**src/rtl/core/lcd_escape_command_parser_assert.svh**
```systemverilog
// Assertion macros for the display command parser top level.
`ifndef LCD_ESCAPE_COMMAND_PARSER_ASSERT_SVH
`define LCD_ESCAPE_COMMAND_PARSER_ASSERT_SVH

// Same-cycle implication, clocked on clk_i, off during reset.
`define LCDP_ASSERT_IMP(label, ante, cons, msg) \
  label: assert property (@(posedge clk_i) disable iff (!rst_ni) (ante) |-> (cons)) \
    else $error(msg);

// Next-cycle implication, clocked on clk_i, off during reset.
`define LCDP_ASSERT_NXT(label, ante, cons, msg) \
  label: assert property (@(posedge clk_i) disable iff (!rst_ni) (ante) |=> (cons)) \
    else $error(msg);

`endif

```
**src/rtl/core/lcdp_pkg.sv**
```systemverilog
// Types, codes and helpers of the display command parser.
package lcdp_pkg;

  localparam int unsigned GlyphBytesDefault = 8;
  localparam int unsigned GlyphRows = 8;

  // Stream byte codes
  localparam logic [7:0] ChEsc    = 8'h1b;
  localparam logic [7:0] ChCr     = 8'h0d;
  localparam logic [7:0] ChLf     = 8'h0a;
  localparam logic [7:0] ChClear  = 8'h63;  // 'c'
  localparam logic [7:0] ChHome   = 8'h68;  // 'h'
  localparam logic [7:0] ChRaw    = 8'h24;  // '$'
  localparam logic [7:0] ChGlyph  = 8'h67;  // 'g'
  localparam logic [7:0] ChGoto   = 8'h70;  // 'p'
  localparam logic [7:0] ChDrop   = 8'h71;  // 'q'
  localparam logic [7:0] ChBright = 8'h62;  // 'b'
  localparam logic [7:0] ChCursor = 8'h43;  // 'C'
  localparam logic [7:0] ChWind   = 8'h77;  // 'w'
  localparam logic [7:0] ChZero   = 8'h30;  // '0'
  localparam logic [7:0] ChOne    = 8'h31;  // '1'
  localparam logic [7:0] ChTwo    = 8'h32;  // '2'
  localparam logic [7:0] ChThree  = 8'h33;  // '3'

  typedef enum logic [3:0] {
    ST_DATA       = 4'd0,
    ST_ESC        = 4'd1,
    ST_CMD        = 4'd2,
    ST_GLYPH      = 4'd3,
    ST_GLYPH_DATA = 4'd4,
    ST_GOTO_HI    = 4'd5,
    ST_GOTO_LO    = 4'd6,
    ST_SWALLOW    = 4'd7,
    ST_BRIGHT     = 4'd8,
    ST_CURSOR     = 4'd9,
    ST_WINDMILL   = 4'd10
  } parse_state_e;

  typedef enum logic [3:0] {
    ACT_CHAR     = 4'd0,
    ACT_LINEFEED = 4'd1,
    ACT_CLEAR    = 4'd2,
    ACT_HOME     = 4'd3,
    ACT_RAW      = 4'd4,
    ACT_GLYPH    = 4'd5,
    ACT_GOTO     = 4'd6,
    ACT_BRIGHT   = 4'd7,
    ACT_CURSOR   = 4'd8,
    ACT_WINDMILL = 4'd9,
    ACT_DROP     = 4'd10
  } action_e;

  typedef struct packed {
    logic [7:0] data_byte;
  } in_item_t;

  typedef struct packed {
    action_e     action;
    logic [7:0]  operand;
    logic [63:0] glyph_pattern;
  } out_item_t;

  // Decoder result toward the output register
  typedef struct packed {
    logic      valid;
    out_item_t item;
  } dec_res_t;

  // Hex digit value, anything else reads as zero
  function automatic logic [3:0] hex_value(input logic [7:0] b);
    logic [3:0] v;
    v = 4'd0;
    if (b >= 8'h30 && b <= 8'h39) v = 4'(b - 8'h30);
    else if (b >= 8'h61 && b <= 8'h66) v = 4'(b - 8'h57);
    else if (b >= 8'h41 && b <= 8'h46) v = 4'(b - 8'h37);
    return v;
  endfunction

endpackage

```
**src/rtl/core/lcdp_stream_if.sv**
```systemverilog
// Valid/ready stream channel with a typed payload.
interface lcdp_stream_if #(
  parameter type payload_t = logic [7:0]
) ();
  logic     valid;
  logic     ready;
  payload_t data;

  modport source (output valid, output data, input ready);
  modport sink   (input valid, input data, output ready);
endinterface

```
**src/rtl/core/lcd_escape_command_parser.sv**
```systemverilog
// Top level of the display command stream parser.
//
//  channel | dir | payload                              | accepted when
//  in_i    | in  | data_byte[7:0]                       | valid && ready
//  out_o   | out | action[3:0] operand[7:0] glyph[63:0] | valid && ready
//
// One byte per cycle when not stalled: the parser state machine decodes a byte
// in the cycle it is taken; the result register shows any action on the next cycle.
// Reset returns the parser to plain data state and empties the result register.
// A stalled result holds; input stalls only while that result is not taken.
// Glyph rows are not reset; each is written before it is read.
module lcd_escape_command_parser #(
  parameter int unsigned GLYPH_BYTES = lcdp_pkg::GlyphBytesDefault
) (
  input  logic          clk_i,
  input  logic          rst_ni,
  lcdp_stream_if.sink   in_i,
  lcdp_stream_if.source out_o
);
  import lcdp_pkg::*;

  `include "lcd_escape_command_parser_assert.svh"

  dec_res_t dec_res;
  logic     space;
  logic     in_fire;
  in_item_t in_item;

  assign in_item   = in_i.data;
  assign in_i.ready = space;
  assign in_fire   = in_i.valid && space;

  lcdp_decode #(
    .GLYPH_BYTES(GLYPH_BYTES)
  ) u_decode (
    .clk_i (clk_i),
    .rst_ni(rst_ni),
    .fire_i(in_fire),
    .byte_i(in_item.data_byte),
    .res_o (dec_res)
  );

  lcdp_out_reg u_out_reg (
    .clk_i  (clk_i),
    .rst_ni (rst_ni),
    .fire_i (in_fire),
    .res_i  (dec_res),
    .space_o(space),
    .out_o  (out_o)
  );

  // Checks
  `LCDP_ASSERT_IMP(a_no_overrun, out_o.valid && !out_o.ready, !in_i.ready, "input taken over a held result")
  `LCDP_ASSERT_IMP(a_pattern_zero, out_o.valid && out_o.data.action != ACT_GLYPH, out_o.data.glyph_pattern == 64'd0, "pattern set on non-glyph action")
  `LCDP_ASSERT_IMP(a_glyph_index, out_o.valid && out_o.data.action == ACT_GLYPH, out_o.data.operand <= 8'd7, "glyph index out of range")
  `LCDP_ASSERT_NXT(a_result_follows, in_fire && dec_res.valid, out_o.valid, "decoded action not shown")

endmodule

```
**src/rtl/core/lcdp_decode.sv**
```systemverilog
// Parser state registers and the per-byte decode logic.
module lcdp_decode #(
  parameter int unsigned GLYPH_BYTES = lcdp_pkg::GlyphBytesDefault
) (
  input  logic              clk_i,
  input  logic              rst_ni,
  input  logic              fire_i,
  input  logic [7:0]        byte_i,
  output lcdp_pkg::dec_res_t res_o
);
  import lcdp_pkg::*;

  localparam logic [3:0] GlyphCount = 4'(GLYPH_BYTES);

  parse_state_e state_q, state_d;
  logic [2:0]   glyph_idx_q, glyph_idx_d;
  logic [3:0]   row_cnt_q, row_cnt_d;
  logic [7:0]   goto_q, goto_d;
  logic [7:0]   rows_q [GlyphRows];
  logic [3:0]   row_cnt_inc;
  logic [63:0]  pattern;
  logic [7:0]   bright_val;

  assign row_cnt_inc = row_cnt_q + 4'd1;

  // Bright byte: ASCII digit '0' to '3' folds onto raw value
  assign bright_val = (byte_i >= ChZero && byte_i <= ChThree) ? byte_i - ChZero : byte_i;

  // Pattern from stored rows with the current byte in its row
  always_comb begin
    pattern = '0;
    for (int k = 0; k < GlyphRows; k++) begin
      if (k < GLYPH_BYTES) begin
        if (row_cnt_q[2:0] == 3'(k)) pattern[8*k +: 8] = byte_i;
        else                         pattern[8*k +: 8] = rows_q[k];
      end
    end
  end

  // Next state and sequence registers
  always_comb begin
    state_d     = ST_DATA;
    glyph_idx_d = glyph_idx_q;
    row_cnt_d   = row_cnt_q;
    goto_d      = goto_q;
    unique case (state_q)
      ST_ESC: begin
        unique case (byte_i)
          ChRaw:       state_d = ST_CMD;
          ChGlyph:     state_d = ST_GLYPH;
          ChGoto:      state_d = ST_GOTO_HI;
          ChBright:    state_d = ST_BRIGHT;
          ChCursor:    state_d = ST_CURSOR;
          ChWind:      state_d = ST_WINDMILL;
          ChLf, ChCr:  state_d = ST_SWALLOW;
          default:     state_d = ST_DATA;
        endcase
      end
      ST_GLYPH: begin
        if (byte_i <= 8'd7) begin
          glyph_idx_d = byte_i[2:0];
          row_cnt_d   = 4'd0;
          state_d     = ST_GLYPH_DATA;
        end
      end
      ST_GLYPH_DATA: begin
        row_cnt_d = row_cnt_inc;
        if (row_cnt_inc < GlyphCount) state_d = ST_GLYPH_DATA;
      end
      ST_GOTO_HI: begin
        goto_d  = {hex_value(byte_i), 4'd0};
        state_d = ST_GOTO_LO;
      end
      ST_GOTO_LO: goto_d = {goto_q[7:4], hex_value(byte_i)};
      ST_DATA: begin
        if (byte_i == ChEsc) state_d = ST_ESC;
      end
      default: state_d = (byte_i == ChEsc && state_q != ST_CMD && state_q != ST_SWALLOW &&
                          state_q != ST_BRIGHT && state_q != ST_CURSOR &&
                          state_q != ST_WINDMILL) ? ST_ESC : ST_DATA;
    endcase
  end

  // Result of this byte
  always_comb begin
    res_o            = '0;
    res_o.item.action = ACT_CHAR;
    unique case (state_q)
      ST_ESC: begin
        res_o.valid = 1'b1;
        unique case (byte_i)
          ChClear: res_o.item.action = ACT_CLEAR;
          ChHome:  res_o.item.action = ACT_HOME;
          ChDrop:  res_o.item.action = ACT_DROP;
          ChRaw, ChGlyph, ChGoto, ChBright, ChCursor, ChWind, ChLf, ChCr:
            res_o.valid = 1'b0;
          default: res_o.item.operand = byte_i;
        endcase
      end
      ST_CMD: begin
        res_o.valid        = 1'b1;
        res_o.item.action  = ACT_RAW;
        res_o.item.operand = byte_i;
      end
      ST_GLYPH: res_o.valid = 1'b0;
      ST_GLYPH_DATA: begin
        if (row_cnt_inc >= GlyphCount) begin
          res_o.valid              = 1'b1;
          res_o.item.action        = ACT_GLYPH;
          res_o.item.operand       = {5'd0, glyph_idx_q};
          res_o.item.glyph_pattern = pattern;
        end
      end
      ST_GOTO_HI: res_o.valid = 1'b0;
      ST_GOTO_LO: begin
        res_o.valid        = 1'b1;
        res_o.item.action  = ACT_GOTO;
        res_o.item.operand = {goto_q[7:4], hex_value(byte_i)};
      end
      ST_SWALLOW: res_o.valid = 1'b0;
      ST_BRIGHT: begin
        res_o.item.action  = ACT_BRIGHT;
        res_o.item.operand = bright_val;
        res_o.valid        = (bright_val <= 8'd3);
      end
      ST_CURSOR: begin
        res_o.item.action = ACT_CURSOR;
        priority if (byte_i == 8'd0 || byte_i == ChZero) begin
          res_o.valid = 1'b1;
        end else if (byte_i == 8'd1 || byte_i == ChOne) begin
          res_o.valid = 1'b1;  res_o.item.operand = 8'd1;
        end else if (byte_i == 8'd2 || byte_i == ChTwo) begin
          res_o.valid = 1'b1;  res_o.item.operand = 8'd2;
        end
      end
      ST_WINDMILL: begin
        res_o.item.action = ACT_WINDMILL;
        priority if (byte_i == 8'd0 || byte_i == ChZero) begin
          res_o.valid = 1'b1;
        end else if (byte_i == 8'd1 || byte_i == ChOne) begin
          res_o.valid = 1'b1;  res_o.item.operand = 8'd1;
        end
      end
      default: begin
        // plain data, also unused state codes
        res_o.valid = 1'b1;
        priority if (byte_i == ChCr) begin
          res_o.valid = 1'b0;
        end else if (byte_i == ChLf) begin
          res_o.item.action = ACT_LINEFEED;
        end else if (byte_i == ChEsc) begin
          res_o.valid = 1'b0;
        end else begin
          res_o.item.operand = byte_i;
        end
      end
    endcase
  end

  // Control state
  always_ff @(posedge clk_i or negedge rst_ni) begin
    if (!rst_ni) begin
      state_q     <= ST_DATA;
      glyph_idx_q <= 3'd0;
      row_cnt_q   <= 4'd0;
      goto_q      <= 8'd0;
    end else if (fire_i) begin
      state_q     <= state_d;
      glyph_idx_q <= glyph_idx_d;
      row_cnt_q   <= row_cnt_d;
      goto_q      <= goto_d;
    end
  end

  // Glyph row store, written one row per pattern byte
  always_ff @(posedge clk_i) begin
    if (fire_i && state_q == ST_GLYPH_DATA) rows_q[row_cnt_q[2:0]] <= byte_i;
  end

endmodule

```
**src/rtl/core/lcdp_out_reg.sv**
```systemverilog
// Result register toward the output channel.
module lcdp_out_reg (
  input  logic               clk_i,
  input  logic               rst_ni,
  input  logic               fire_i,
  input  lcdp_pkg::dec_res_t res_i,
  output logic               space_o,
  lcdp_stream_if.source      out_o
);
  import lcdp_pkg::*;

  logic      valid_q;
  out_item_t item_q;

  // Free when empty or being drained this cycle
  assign space_o = !valid_q || out_o.ready;

  always_ff @(posedge clk_i or negedge rst_ni) begin
    if (!rst_ni) begin
      valid_q <= 1'b0;
    end else if (fire_i) begin
      valid_q <= res_i.valid;
    end else if (out_o.ready) begin
      valid_q <= 1'b0;
    end
  end

  always_ff @(posedge clk_i) begin
    if (fire_i && res_i.valid) item_q <= res_i.item;
  end

  assign out_o.valid = valid_q;
  assign out_o.data  = item_q;

endmodule

```
**src/flat_wrapper.sv**
```systemverilog
// flat-port wrapper written by rule: the top's interface ports become plain ports
module lcd_escape_command_parser_flat import lcdp_pkg::*;
#(
  parameter int unsigned GLYPH_BYTES = lcdp_pkg::GlyphBytesDefault
)
  (clk_i, rst_ni, in_i_valid, in_i_data, in_i_ready, out_o_valid, out_o_data, out_o_ready);
  lcdp_stream_if #(.payload_t(in_item_t)) in_i_i ();
  lcdp_stream_if #(.payload_t(out_item_t)) out_o_i ();
  input  logic clk_i;
  input  logic rst_ni;
  input wire logic [$bits(in_i_i.valid)-1:0] in_i_valid;
  input wire logic [$bits(in_i_i.data)-1:0] in_i_data;
  output wire logic [$bits(in_i_i.ready)-1:0] in_i_ready;
  output wire logic [$bits(out_o_i.valid)-1:0] out_o_valid;
  output wire logic [$bits(out_o_i.data)-1:0] out_o_data;
  input wire logic [$bits(out_o_i.ready)-1:0] out_o_ready;
  assign in_i_i.valid = in_i_valid;
  assign in_i_i.data = in_i_data;
  assign in_i_ready = in_i_i.ready;
  assign out_o_valid = out_o_i.valid;
  assign out_o_data = out_o_i.data;
  assign out_o_i.ready = out_o_ready;
  lcd_escape_command_parser #(.GLYPH_BYTES(GLYPH_BYTES)) u_core (.clk_i(clk_i), .rst_ni(rst_ni), .in_i(in_i_i), .out_o(out_o_i));
endmodule
```
**config.mk**
```make
export PLATFORM = sky130hd
export DESIGN_NAME = lcd_escape_command_parser_flat
export DESIGN_NICKNAME = d
export VERILOG_FILES = /design/src/rtl/core/lcdp_pkg.sv /design/src/rtl/core/lcdp_stream_if.sv /design/src/rtl/core/lcd_escape_command_parser.sv /design/src/rtl/core/lcdp_decode.sv /design/src/rtl/core/lcdp_out_reg.sv /design/src/flat_wrapper.sv
export VERILOG_INCLUDE_DIRS = /design/src /design/src/rtl/core
export SDC_FILE = /design/constraint.sdc
export NUM_CORES = 1
export LEC_CHECK = 0
export ABC_AREA = 1
export BUFFER_PORTS_ARGS = -buffer_cell sky130_fd_sc_hd__buf_2
export CORE_MARGIN = 2
export CORE_UTILIZATION = 35
export CTS_CLUSTER_SIZE = 16
export DETAILED_ROUTE_END_ITERATION = 7
export GPL_ROUTABILITY_DRIVEN = 0
export GPL_TIMING_DRIVEN = 0
export HOLD_SLACK_MARGIN = 0.15
export PLACE_DENSITY_LB_ADDON = 0.3
export SLEW_MARGIN = 0
export SYNTH_ARGS = -nofsm -noshare
export SYNTH_HDL_FRONTEND = slang
export SYNTH_SLANG_ARGS = --single-unit
```
**constraint.sdc**
```tcl
create_clock -name clk_i -period 8.2 [get_ports clk_i]
set_clock_uncertainty 0.05 [all_clocks]
set_input_delay 1.64 -clock clk_i [delete_from_list [all_inputs] [get_ports clk_i]]
set_output_delay 1.64 -clock clk_i [all_outputs]
set_load 0.1 [all_outputs]
```
==> metrics <==
status complete, no violations; drt pass-1 iters 5; IO Count 90; synthesized area per cell 10.4 um2; routed len/inst 17.1 um; reg2reg end u_core.u_decode.rows_q[6][2]$_DFFE_PP_; Detail Route Antenna Nets 0; critical path data arrival time 4.58 ns; count of flip-flops with a built-in enable after synthesis 140; CTS Hold Buffers Added 0; largest net degree at the start of global routing 55; CTS tree built; die height 148 um; first-pass GRT wire length 28.4 mm; vias in the first global route 5165; Data required, critical path 8.25 ns; Pwr Density 299 mW/mm2; final setup vio count 0; Worst IR Drop VDD 0.157 mV; clock sinks 156; Initial DRC Count 539; post-detailed-route via-to-cell ratio 5.01; Async S/R FF share, synth 10.3%; DRC Markers 0; Worst setup startpoint in_i_data[5]; worst reg-to-reg setup slack 5.37 ns; Mapped Nets 726; overall routing resource usage 17.3%; most common cell after layout, fill and taps aside nand2_1; cts repair resizes 0; Period minus WS final 4.53 ns; launch point of the worst reg-to-reg path u_core.u_decode.state_q[0]$_DFFE_PN0P_; Initial Util 35.7%; worst reg2reg path depth 5; register area share after synthesis 63.6%; Clock Path Buffers 2; Max Slew Vio Count 0; Post-Synthesis Cells 699; root buffer cell clkbuf_16; initial antenna violation count 0; post-CTS setup buffers 0; Core Region 0.0203 mm2; yosys warns 0; total CTS buffers 17; Fin Hold WS 0.442 ns; # nets final 835; vias post-DR 5467; WHS Endpoint u_core.u_decode.goto_q[5]$_DFFE_PN0P_; max-cap viol count 0; Worst-Skew Late Latency 0.43 ns; worst slew pin tran 1.23 ns; post-synth design cell area 0.00724 mm2; worst hold path class reg -> reg; hold path startpoint u_core.u_decode.goto_q[5]$_DFFE_PN0P_; Synth Register Bits 156; most frequent cells in the layout nand2_1, edfxtp_1, buf_2, nand3_1, a21oi_1; top_reg_cell synth edfxtp_1; Max-slew headroom 17.7%; Synth-to-Final Area Change 18.6%; Die Area 0.0219 mm2; Die W 148 um; drt total wl 18.6 mm; Max FO, Critical Path 54; CP endpoint kind register; WHS Path Cells 2; crit share post-route 55.2%; startpoint types input pin; setup TNS 0 ns; I/O Buffers 89; FP Rows 52; Max H-tree Level 4; Max Clock Freq 221 MHz; endpoints failing hold 0; kind of critical path in -> reg; gr ovfl total 0; synth unique cells 31; share of cells above drive strength 1 19.5%; RSZ-0062 raised after global routing false; Post-DP HPWL 12.8 mm; leakage power 3.43 nW; Clk pin slew, worst setup/hold paths 0.06 ns
-- cell type report --
type,instances,area [um2]
well taps,270,338
clock inverters,13,100
clock buffers,19,433
flip-flops and latches,156,4600
multi-input cells,463,2280
plain buffers,31,170
repair buffers,90,473
diodes,1,2.50
fillers,2003,11700
inverters,49,189
-- cell families after synthesis --
| family | Yosys count | share of synthesized area (%) |
|---|---|---|
| AO/OA/AOI/OAI | 106 | 7.71 |
| adder cells (fa/ha/maj) | 15 | 2.59 |
| XOR/XNOR | 1 | 0.121 |
| flip-flops | 156 | 63.6 |
| buffers and inverters | 80 | 4.92 |
| AND/OR/NAND/NOR | 341 | 21.1 |
-- worst max-delay path, stage by stage --
cell	delay, ns
buf_2	0.35
clkbuf_1	0.61
inv_1	0.19
ha_1	0.28
nand2_4	0.11
inv_2	0.04
nand2_2	0.08
nand2_2	0.08
inv_2	0.06
nand2_2	0.04
nor3_1	0.20
nor2_1	0.07
nand2_1	0.07
nand2_1	0.11
inv_4	0.29
buf_16	0.28
-- synthesized netlist by cell type, types with 10 or more instances --
library cell | number | area (um2)
a21oi_1 | 74 | 370
clkbuf_1 | 21 | 78.8
dfrtp_1 | 16 | 400
edfxtp_1 | 140 | 4200
ha_1 | 15 | 188
inv_1 | 38 | 143
inv_2 | 10 | 37.5
nand2_1 | 176 | 661
nand3_1 | 78 | 390
nand4_1 | 11 | 68.8
nor2_1 | 43 | 161
o21ai_1 | 13 | 65.1
-- stage by stage --
stage | area, um2 | instances | utilization (%) | power (mW) | worst slack [ns]
floorplan | 7240 | 699 | - | 1.68 | 3.32
global placement | 8030 | 1058 | 39.5 | 1.85 | 1.64
CTS | 8590 | 1091 | 42.3 | 2.58 | 3.68
detailed placement | 8060 | 1059 | 39.7 | 1.86 | 3.24
finish | 8590 | 1092 | 42.3 | 2.57 | 3.67
global route | 8590 | 1091 | 42.3 | 2.67 | 3.45
-- layer usage --
layer  global-route usage [%]  wire [um]
met1                     22.8       7940
met2                     28.4       9010
met3                     3.40       1260
met4                     6.71        427
met5                        0          0
-- power by group --
part           switching [mW]  internal (mW)  leakage [nW]
clock                   0.309          0.412         0.255
sequential             0.0255          0.956          1.54
combinational           0.734          0.134          1.64
-- worst max-delay path by stage --
stage | to | slack [ns] | depth (start not counted)
2_1_floorplan | u_core.u_out_reg.out_o.data[0]$_SDFFCE_PN0P_ | 3.32 | 14
3_5_place_dp | u_core.u_out_reg.out_o.data[53]$_SDFFCE_PN0P_ | 3.24 | 16
5_1_grt | u_core.u_out_reg.out_o.data[55]$_SDFFCE_PN0P_ | 3.45 | 16
4_1_cts | u_core.u_out_reg.out_o.data[55]$_SDFFCE_PN0P_ | 3.68 | 16
3_3_place_gp | u_core.u_out_reg.out_o.data[53]$_SDFFCE_PN0P_ | 1.64 | 15
6_report | u_core.u_out_reg.out_o.data[55]$_SDFFCE_PN0P_ | 3.67 | 16
-- state kept, by name, indices dropped and copies added (netlist names) --
register,flops
u_core.u_decode.glyph_idx_q,3
u_core.u_out_reg.out_o.data,76
u_core.u_decode.goto_q,4
u_core.u_decode.row_cnt_q,4
u_core.u_decode.rows_q,64
u_core.u_out_reg.out_o.valid,1
u_core.u_decode.state_q,4
Note: power is estimated with default switching activity, not from simulation.
